[src/hdl/ple_pkg.sv]
// Shared constants for the positional list engine: request modes, status
// codes and the sequencer's walk kinds. No dependencies.
package ple_pkg;

    // Widths fixed by the request and result fields.
    localparam int MODE_W   = 3;
    localparam int STATUS_W = 3;
    localparam int POS_W    = 7;
    localparam int DATA_W   = 32;

    // Request modes.
    localparam logic [MODE_W-1:0] MODE_PUSH_FRONT = 3'd0;
    localparam logic [MODE_W-1:0] MODE_PUSH_BACK  = 3'd1;
    localparam logic [MODE_W-1:0] MODE_INSERT     = 3'd2;
    localparam logic [MODE_W-1:0] MODE_POP_FRONT  = 3'd3;
    localparam logic [MODE_W-1:0] MODE_POP_BACK   = 3'd4;
    localparam logic [MODE_W-1:0] MODE_REMOVE     = 3'd5;
    localparam logic [MODE_W-1:0] MODE_SEARCH     = 3'd6;

    // Result status codes.
    localparam logic [STATUS_W-1:0] ST_OK       = 3'd0;
    localparam logic [STATUS_W-1:0] ST_BADPOS   = 3'd1;
    localparam logic [STATUS_W-1:0] ST_FULL     = 3'd2;
    localparam logic [STATUS_W-1:0] ST_EMPTY    = 3'd3;
    localparam logic [STATUS_W-1:0] ST_APPENDED = 3'd4;
    localparam logic [STATUS_W-1:0] ST_PASTEND  = 3'd5;

    // Kinds of memory walk run by the sequencer.
    localparam logic [1:0] WALK_UP   = 2'd0;
    localparam logic [1:0] WALK_DOWN = 2'd1;
    localparam logic [1:0] WALK_SRCH = 2'd2;

endpackage

[src/hdl/ple_ram.sv]
// Simple dual-port RAM for the list entries: one write port, one read port
// with registered read data. No dependencies.
module ple_ram #(
    parameter int DEPTH  = 64,
    parameter int ADDR_W = 6,
    parameter int DATA_W = 32
) (
    input  logic              clk,
    input  logic              we,
    input  logic [ADDR_W-1:0] waddr,
    input  logic [DATA_W-1:0] wdata,
    input  logic [ADDR_W-1:0] raddr,
    output logic [DATA_W-1:0] rdata
);

    logic [DATA_W-1:0] mem [DEPTH];

    // Write port.
    always_ff @(posedge clk)
    begin
        if (we)
        begin
            mem[waddr] <= wdata;
        end
    end

    // Registered read port.
    always_ff @(posedge clk)
    begin
        rdata <= mem[raddr];
    end

endmodule

[src/hdl/positional_list_engine_top.sv]
// Positional list engine top level: request decode, walk sequencer and
// result registers. Depends on ple_pkg and ple_ram.
//
// A request is taken when start is high and busy is low. Push back, pop back,
// a push or insert at the current end, a removal of the last element, a search
// of an empty list, the unused mode and all rejected requests finish in the
// cycle they are taken, so the result appears in the next cycle. A positional
// insert, a positional removal, a push front or a pop front moves the tail of
// the list through the entry RAM one entry per cycle. A search reads the
// entries one per cycle from the front and ends at the first match or after
// the last entry. The single read port of the entry RAM sets this pace. The
// result shows on status, found_position and length for exactly one cycle
// while done is high; it cannot be held off, so the receiver must take it
// then. busy drops in that same cycle, and a new request may be issued there.
module positional_list_engine_top
    import ple_pkg::*;
#(
    parameter int CAPACITY = 64
) (
    input  logic                clk,
    input  logic                rst_n,
    input  logic                start,
    output logic                busy,
    input  logic [MODE_W-1:0]   mode,
    input  logic signed [DATA_W-1:0] value,
    input  logic [POS_W-1:0]    position,
    output logic                done,
    output logic [STATUS_W-1:0] status,
    output logic [POS_W-1:0]    found_position,
    output logic [POS_W-1:0]    length
);

    localparam int AW = (CAPACITY > 1) ? $clog2(CAPACITY) : 1;
    localparam int CW = $clog2(CAPACITY + 1);
    localparam int XW = ((CW > POS_W) ? CW : POS_W) + 1;

    localparam logic [1:0] S_IDLE  = 2'd0;
    localparam logic [1:0] S_WALK  = 2'd1;
    localparam logic [1:0] S_DRAIN = 2'd2;
    localparam logic [1:0] S_PUT   = 2'd3;

    logic [1:0]          state_reg, state_next;
    logic [1:0]          op_reg, op_next;
    logic [AW-1:0]       rd_ptr_reg, rd_ptr_next;
    logic [AW-1:0]       stop_reg, stop_next;
    logic                pend_reg, pend_next;
    logic [AW-1:0]       pend_addr_reg, pend_addr_next;
    logic [AW-1:0]       slot_reg, slot_next;
    logic [DATA_W-1:0]   value_reg, value_next;
    logic [STATUS_W-1:0] hold_st_reg, hold_st_next;
    logic [CW-1:0]       count_reg, count_next;
    logic                done_reg, done_next;
    logic [STATUS_W-1:0] status_reg, status_next;
    logic [POS_W-1:0]    found_reg, found_next;
    logic [POS_W-1:0]    len_reg, len_next;

    logic                ram_we;
    logic [AW-1:0]       ram_waddr;
    logic [DATA_W-1:0]   ram_wdata;
    logic [DATA_W-1:0]   ram_rdata;

    // Entry storage.
    ple_ram #(
        .DEPTH  (CAPACITY),
        .ADDR_W (AW),
        .DATA_W (DATA_W)
    ) u_ram (
        .clk   (clk),
        .we    (ram_we),
        .waddr (ram_waddr),
        .wdata (ram_wdata),
        .raddr (rd_ptr_reg),
        .rdata (ram_rdata)
    );

    // Request decode, walk sequencer and result formation.
    always_comb
    begin
        logic [XW-1:0]       pos_x;
        logic [XW-1:0]       cnt_x;
        logic [XW-1:0]       slot_x;
        logic [XW-1:0]       newcnt_x;
        logic [AW-1:0]       slot_a;
        logic [AW-1:0]       last_a;
        logic                full;
        logic                empty;
        logic                do_ins;
        logic                do_rem;
        logic                fin;
        logic [STATUS_W-1:0] fin_st;
        logic [POS_W-1:0]    fin_found;
        logic                matched;

        state_next     = state_reg;
        op_next        = op_reg;
        rd_ptr_next    = rd_ptr_reg;
        stop_next      = stop_reg;
        pend_next      = pend_reg;
        pend_addr_next = pend_addr_reg;
        slot_next      = slot_reg;
        value_next     = value_reg;
        hold_st_next   = hold_st_reg;
        count_next     = count_reg;
        status_next    = status_reg;
        found_next     = found_reg;
        len_next       = len_reg;

        ram_we    = 1'b0;
        ram_waddr = slot_reg;
        ram_wdata = value_reg;

        pos_x  = XW'(position);
        cnt_x  = XW'(count_reg);
        slot_x = '0;
        slot_a = '0;
        full   = (cnt_x == XW'(CAPACITY));
        empty  = (count_reg == '0);
        last_a = AW'(cnt_x - XW'(1));
        do_ins = 1'b0;
        do_rem = 1'b0;
        fin       = 1'b0;
        fin_st    = ST_OK;
        fin_found = '0;
        matched   = (ram_rdata == value_reg);

        case (state_reg)
            S_IDLE:
            begin
                if (start)
                begin
                    value_next   = value;
                    hold_st_next = ST_OK;
                    case (mode)
                        MODE_PUSH_FRONT:
                        begin
                            if (full) begin fin = 1'b1; fin_st = ST_FULL; end
                            else do_ins = 1'b1;
                        end
                        MODE_PUSH_BACK:
                        begin
                            if (full) begin fin = 1'b1; fin_st = ST_FULL; end
                            else
                            begin
                                do_ins = 1'b1;
                                slot_x = cnt_x;
                            end
                        end
                        MODE_INSERT:
                        begin
                            if (position == '0)
                            begin
                                fin = 1'b1; fin_st = ST_BADPOS;
                            end
                            else if (full)
                            begin
                                fin = 1'b1; fin_st = ST_FULL;
                            end
                            else if (pos_x > cnt_x + XW'(1))
                            begin
                                do_ins       = 1'b1;
                                slot_x       = cnt_x;
                                hold_st_next = ST_APPENDED;
                            end
                            else
                            begin
                                do_ins = 1'b1;
                                slot_x = pos_x - XW'(1);
                            end
                        end
                        MODE_POP_FRONT:
                        begin
                            if (empty) begin fin = 1'b1; fin_st = ST_EMPTY; end
                            else do_rem = 1'b1;
                        end
                        MODE_POP_BACK:
                        begin
                            if (empty) begin fin = 1'b1; fin_st = ST_EMPTY; end
                            else
                            begin
                                do_rem = 1'b1;
                                slot_x = cnt_x - XW'(1);
                            end
                        end
                        MODE_REMOVE:
                        begin
                            if (position == '0)
                            begin
                                fin = 1'b1; fin_st = ST_BADPOS;
                            end
                            else if (empty)
                            begin
                                fin = 1'b1; fin_st = ST_EMPTY;
                            end
                            else if (pos_x > cnt_x)
                            begin
                                fin = 1'b1; fin_st = ST_PASTEND;
                            end
                            else
                            begin
                                do_rem = 1'b1;
                                slot_x = pos_x - XW'(1);
                            end
                        end
                        MODE_SEARCH:
                        begin
                            if (empty) fin = 1'b1;
                            else
                            begin
                                op_next     = WALK_SRCH;
                                rd_ptr_next = '0;
                                stop_next   = last_a;
                                pend_next   = 1'b0;
                                state_next  = S_WALK;
                            end
                        end
                        default:
                        begin
                            fin = 1'b1;
                        end
                    endcase

                    slot_a    = AW'(slot_x);
                    slot_next = slot_a;

                    // Insert: write directly at the end, or shift the tail up.
                    if (do_ins)
                    begin
                        if (slot_x == cnt_x)
                        begin
                            ram_we     = 1'b1;
                            ram_waddr  = slot_a;
                            ram_wdata  = value;
                            count_next = count_reg + CW'(1);
                            fin        = 1'b1;
                            fin_st     = hold_st_next;
                        end
                        else
                        begin
                            op_next     = WALK_UP;
                            rd_ptr_next = last_a;
                            stop_next   = slot_a;
                            pend_next   = 1'b0;
                            state_next  = S_WALK;
                        end
                    end

                    // Removal: drop the last element, or shift the tail down.
                    if (do_rem)
                    begin
                        if (slot_x == cnt_x - XW'(1))
                        begin
                            count_next = count_reg - CW'(1);
                            fin        = 1'b1;
                        end
                        else
                        begin
                            op_next     = WALK_DOWN;
                            rd_ptr_next = slot_a + AW'(1);
                            stop_next   = last_a;
                            pend_next   = 1'b0;
                            state_next  = S_WALK;
                        end
                    end
                end
            end

            S_WALK, S_DRAIN:
            begin
                // Retire the entry read in the previous cycle.
                if (pend_reg)
                begin
                    if (op_reg == WALK_SRCH)
                    begin
                        if (matched)
                        begin
                            fin       = 1'b1;
                            fin_found = POS_W'(XW'(pend_addr_reg) + XW'(1));
                        end
                    end
                    else
                    begin
                        ram_we    = 1'b1;
                        ram_waddr = pend_addr_reg;
                        ram_wdata = ram_rdata;
                    end
                end

                if (state_reg == S_WALK)
                begin
                    // Issue the next read and step the pointer.
                    pend_next = 1'b1;
                    case (op_reg)
                        WALK_UP:   pend_addr_next = rd_ptr_reg + AW'(1);
                        WALK_DOWN: pend_addr_next = rd_ptr_reg - AW'(1);
                        default:   pend_addr_next = rd_ptr_reg;
                    endcase
                    if (rd_ptr_reg == stop_reg)
                    begin
                        state_next = S_DRAIN;
                    end
                    else if (op_reg == WALK_UP)
                    begin
                        rd_ptr_next = rd_ptr_reg - AW'(1);
                    end
                    else
                    begin
                        rd_ptr_next = rd_ptr_reg + AW'(1);
                    end
                end
                else
                begin
                    pend_next = 1'b0;
                    case (op_reg)
                        WALK_UP:
                        begin
                            state_next = S_PUT;
                        end
                        WALK_DOWN:
                        begin
                            count_next = count_reg - CW'(1);
                            fin        = 1'b1;
                        end
                        default:
                        begin
                            fin = 1'b1;
                        end
                    endcase
                end
            end

            S_PUT:
            begin
                // Place the new value into the opened slot.
                ram_we     = 1'b1;
                ram_waddr  = slot_reg;
                ram_wdata  = value_reg;
                count_next = count_reg + CW'(1);
                fin        = 1'b1;
                fin_st     = hold_st_reg;
            end

            default:
            begin
                state_next = S_IDLE;
            end
        endcase

        // Finish the request and load the result registers.
        done_next = fin;
        if (fin)
        begin
            state_next  = S_IDLE;
            pend_next   = 1'b0;
            status_next = fin_st;
            found_next  = fin_found;
            newcnt_x    = XW'(count_next);
            len_next    = newcnt_x[POS_W-1:0];
        end
        else
        begin
            newcnt_x = '0;
        end
    end

    // Control state.
    always_ff @(posedge clk or negedge rst_n)
    begin
        if (!rst_n)
        begin
            state_reg <= S_IDLE;
            pend_reg  <= 1'b0;
            count_reg <= '0;
            done_reg  <= 1'b0;
        end
        else
        begin
            state_reg <= state_next;
            pend_reg  <= pend_next;
            count_reg <= count_next;
            done_reg  <= done_next;
        end
    end

    // Datapath and result registers.
    always_ff @(posedge clk)
    begin
        op_reg        <= op_next;
        rd_ptr_reg    <= rd_ptr_next;
        stop_reg      <= stop_next;
        pend_addr_reg <= pend_addr_next;
        slot_reg      <= slot_next;
        value_reg     <= value_next;
        hold_st_reg   <= hold_st_next;
        status_reg    <= status_next;
        found_reg     <= found_next;
        len_reg       <= len_next;
    end

    assign busy           = (state_reg != S_IDLE);
    assign done           = done_reg;
    assign status         = status_reg;
    assign found_position = found_reg;
    assign length         = len_reg;

endmodule

[config.mk]
export PLATFORM = sky130hd
export DESIGN_NAME = positional_list_engine_top
export DESIGN_NICKNAME = d
export VERILOG_FILES = /design/src/hdl/ple_pkg.sv /design/src/hdl/ple_ram.sv /design/src/hdl/positional_list_engine_top.sv
export SDC_FILE = /design/constraint.sdc
export NUM_CORES = 2
export LEC_CHECK = 0
export BUFFER_PORTS_ARGS = -buffer_cell sky130_fd_sc_hd__buf_4
export CAP_MARGIN = 25
export CORE_UTILIZATION = 40
export CTS_CLUSTER_DIAMETER = 150
export DETAILED_ROUTE_END_ITERATION = 7
export PLACE_DENSITY = 0.6
export SYNTH_ARGS = -nofsm -noshare
export SYNTH_HDL_FRONTEND = slang
export SYNTH_HIERARCHICAL = 1
export SYNTH_SLANG_ARGS = --single-unit
export TNS_END_PERCENT = 100
[constraint.sdc]
create_clock -name clk -period 21.4 [get_ports clk]
set_clock_uncertainty 0.05 [all_clocks]
set_input_delay 3.21 -clock clk [delete_from_list [all_inputs] [get_ports clk]]
set_output_delay 3.21 -clock clk [all_outputs]
set_load 0.05 [all_outputs]
==> results_dict.tcl <==
set metrics [dict create \
    timing.slew.headroom_pct 19.0 \
    start_util_pct 40.2 \
    library_cell_used_as_clock_root_buffer "clkbuf_16" \
    io-pin-count 64 \
    finalSetupTns_ns 0 \
    yosys_warnings 6 \
    synth_sequential_area_ratio_pct 75.0 \
    setup_violators_final 0 \
    cts_inserted_buffers 214 \
    layout.cells.most_common "edfxtp_1" \
    cpMaxStageDelayCell "nor2_4" \
    result_of_the_run "finished clean" \
    yosys-top-cells-area "edfxtp_1 74%, mux4_2 12%, mux2i_1 2.4%" \
    final_weighted_congestion_in_routability_driven_placement 0.949 \
    grt_pass1_vias 43800 \
    post_route_drc_violation_count 0 \
    reg2reg_slack_ns 12.63 \
    clock_network_latency_to_the_later_pin_of_the_worst_skew_pair_ns 0.85 \
    post-route-period-util_pct 44.6 \
    routed_wirelength_mm 248 \
    fp.dieArea_mm2 0.218 \
    layoutNonFillerInstCount 7540 \
    floorplan.rows 170 \
    synth-main-ff-cell "edfxtp_1" \
    post-dp-hpwl_mm 155 \
    grt_pass1_wl_mm 346 \
    cts_resized 0 \
    hold_viol 0 \
    synth_async_reset_ratio_pct 0.508 \
    setup.worst_path.end_class "flop" \
    global_route.overflow_total 0 \
    cts.hold.buffers_added 0 \
    min_path_type "flop to flop" \
    arrival_worst_endpoint_ns 9.96 \
    timing.setup.critical_path_class "input pin to flop" \
    grtUsageTotal_pct 22.7 \
    drtAntennaViolNets 0 \
    path_max_fanout 38 \
    via_per_inst 6.00 \
    multi_input_area_mm2 0.0209 \
    timing.final.crit_period_ns 9.54 \
    yosys.area.top_type "edfxtp_1" \
    netlist_instances 4339 \
    layout-drive-gt1-share_pct 23.7 \
    initial_antenna_violation_count 15 \
    post_cts_buffers 0 \
    initialDrtViolationCount 6017 \
    fin_total_pwr_w 0.0164 \
    rsz_0062_raised_after_global_routing "no" \
    areaGrowthSynthToFinish_pct 14.1 \
    synth_edf_count 2124 \
    netlist.area_leader.share_pct 73.9 \
    htree_levels 4 \
    worst-endpoint-required_ns 21.82 \
    worstPathCellList "buf_4 -> ha_1 -> nand3_1 -> and3_1 -> a311oi_1 -> nand3_1 -> inv_2 -> or2_0 -> nor3_1 -> or4_4 -> nor4_4 -> and2_1 -> buf_4 -> nand2_1 -> a31oi_1 -> nand3_1 -> nor2_4" \
    dpl.cell_count 7133 \
    synthesis.nets 4410 \
    clkTransAtPathRegs_ns 0.07 \
    detailroute.via_count 45200 \
    actual_transition_at_the_worst_max_transition_pin_ns 1.21 \
    synthesis.area_per_instance_um2 19.9 \
    vdd.ir_drop.worst_mv 0.143 \
    power_density_mw_per_mm2 166 \
    nFillCells 17900 \
    die_height_um 466 \
    post_synth_instance_area_mm2 0.0863 \
    grt_max_degree 105 \
    drt-pass1-iter-count 6 \
    fmax_ghz 0.105 \
    largest_register_ffs 2048 \
    mostFrequentLayoutCells "2124 x edfxtp_1, 446 x mux4_2, 214 x clkbuf_16" \
    core_region_area_mm2 0.214 \
    seq_area_mm2 0.0647 \
    netlist-cell-type-count 89 \
    cts_tree "yes" \
    final_max_slew_viol_count 0 \
    chipWidth_um 466 \
    io_buffers 63 \
    layout.nets 4594 \
    detail_route.wl_per_cell_um 33.0 \
    ctsLongestPathBuffers 3 \
    drv_cap 0 \
    tritoncts_num_sinks 2167 \
    slowest_cell_delay_on_critical_path_ns 1.22 \
    leakage_nw 31.0 \
    ys_ff_latch 2167 \
    cpMostUsedCell "nand3_1" \
    crit_path_start_kind "input pin" \
]
## power breakdown
| group | switching, W | internal [W] |
|---|---|---|
| combinational | 0.00468 | 0.00174 |
| clock | 0.00161 | 0.00203 |
| sequential | 0.000155 | 0.00617 |
## stage by stage
stage	worst slack (ns)	util (%)	hold slack (ns)	instance area, um^2
after global routing	11.81	45.9	0.584	98500
final	11.86	45.9	0.531	98500
after detailed placement	11.13	42.7	0.515	91500
after CTS	12.09	45.8	0.533	98200
after floorplan	12.26	-	0.468	86300
after global placement	11.07	42.3	0.510	90700
## worst max-delay path, delay by kind of cell
kind,cells,cell delay [ns]
compound gates,2,1.27
fa+ha+maj,1,0.33
buf+inv,3,0.73
simple gates,11,4.37
## per-layer routing
layer / global-route usage [%] / routed length, um
met5: 0 / 14
met1: 30.3 / 96500
met3: 4.27 / 20800
met2: 36.3 / 119000
met4: 9.87 / 11700
## synth_stat cells, drive strengths merged, types with 51 or more instances
cell type / n
edfxtp: 2124
mux4: 446
mux2i: 209
nand2: 179
buf: 142
nor2: 138
a22oi: 133
clkbuf: 120
nand3: 69
a31oi: 62
o21ai: 60
a21oi: 51
## kinds of logic after synthesis
| family | Yosys count | share of synthesized area, % |
|---|---|---|
| adders and majority gates | 26 | 0.377 |
| AOI/OAI and AO/OA | 567 | 4.75 |
| buffers and inverters | 291 | 1.92 |
| muxes | 657 | 14.1 |
| and+or+nand+nor | 554 | 3.10 |
| xor gates and xnor gates | 77 | 0.782 |
| DFF | 2167 | 75.0 |
## area by class of cell
| cell class | count | share of cell area, % |
|---|---|---|
| flip-flops and latches | 2167 | 65.7 |
| multi-input cells | 1881 | 21.3 |
| clock buffers | 255 | 5.66 |
| well taps | 2838 | 3.61 |
| repair buffers | 230 | 2.45 |
| clock inverters | 133 | 1.19 |
| inverters | 29 | 0.111 |
| diodes | 7 | 0.0178 |
## path summary, 6_finish.rpt
check / start / to / cells past startpoint
setup reg to reg: count_reg[0] / u_ram/mem[58][9] / 20
hold / removal: state_reg[1] / state_reg[1] / 2
max in group asynchronous: rst_n / count_reg[2] / 1
setup / recovery: position[6] / u_ram/mem[58][9] / 17
min in group asynchronous: rst_n / done / 1
hold reg to reg: state_reg[1] / state_reg[1] / 2
Power figures use the tool's default switching activity.
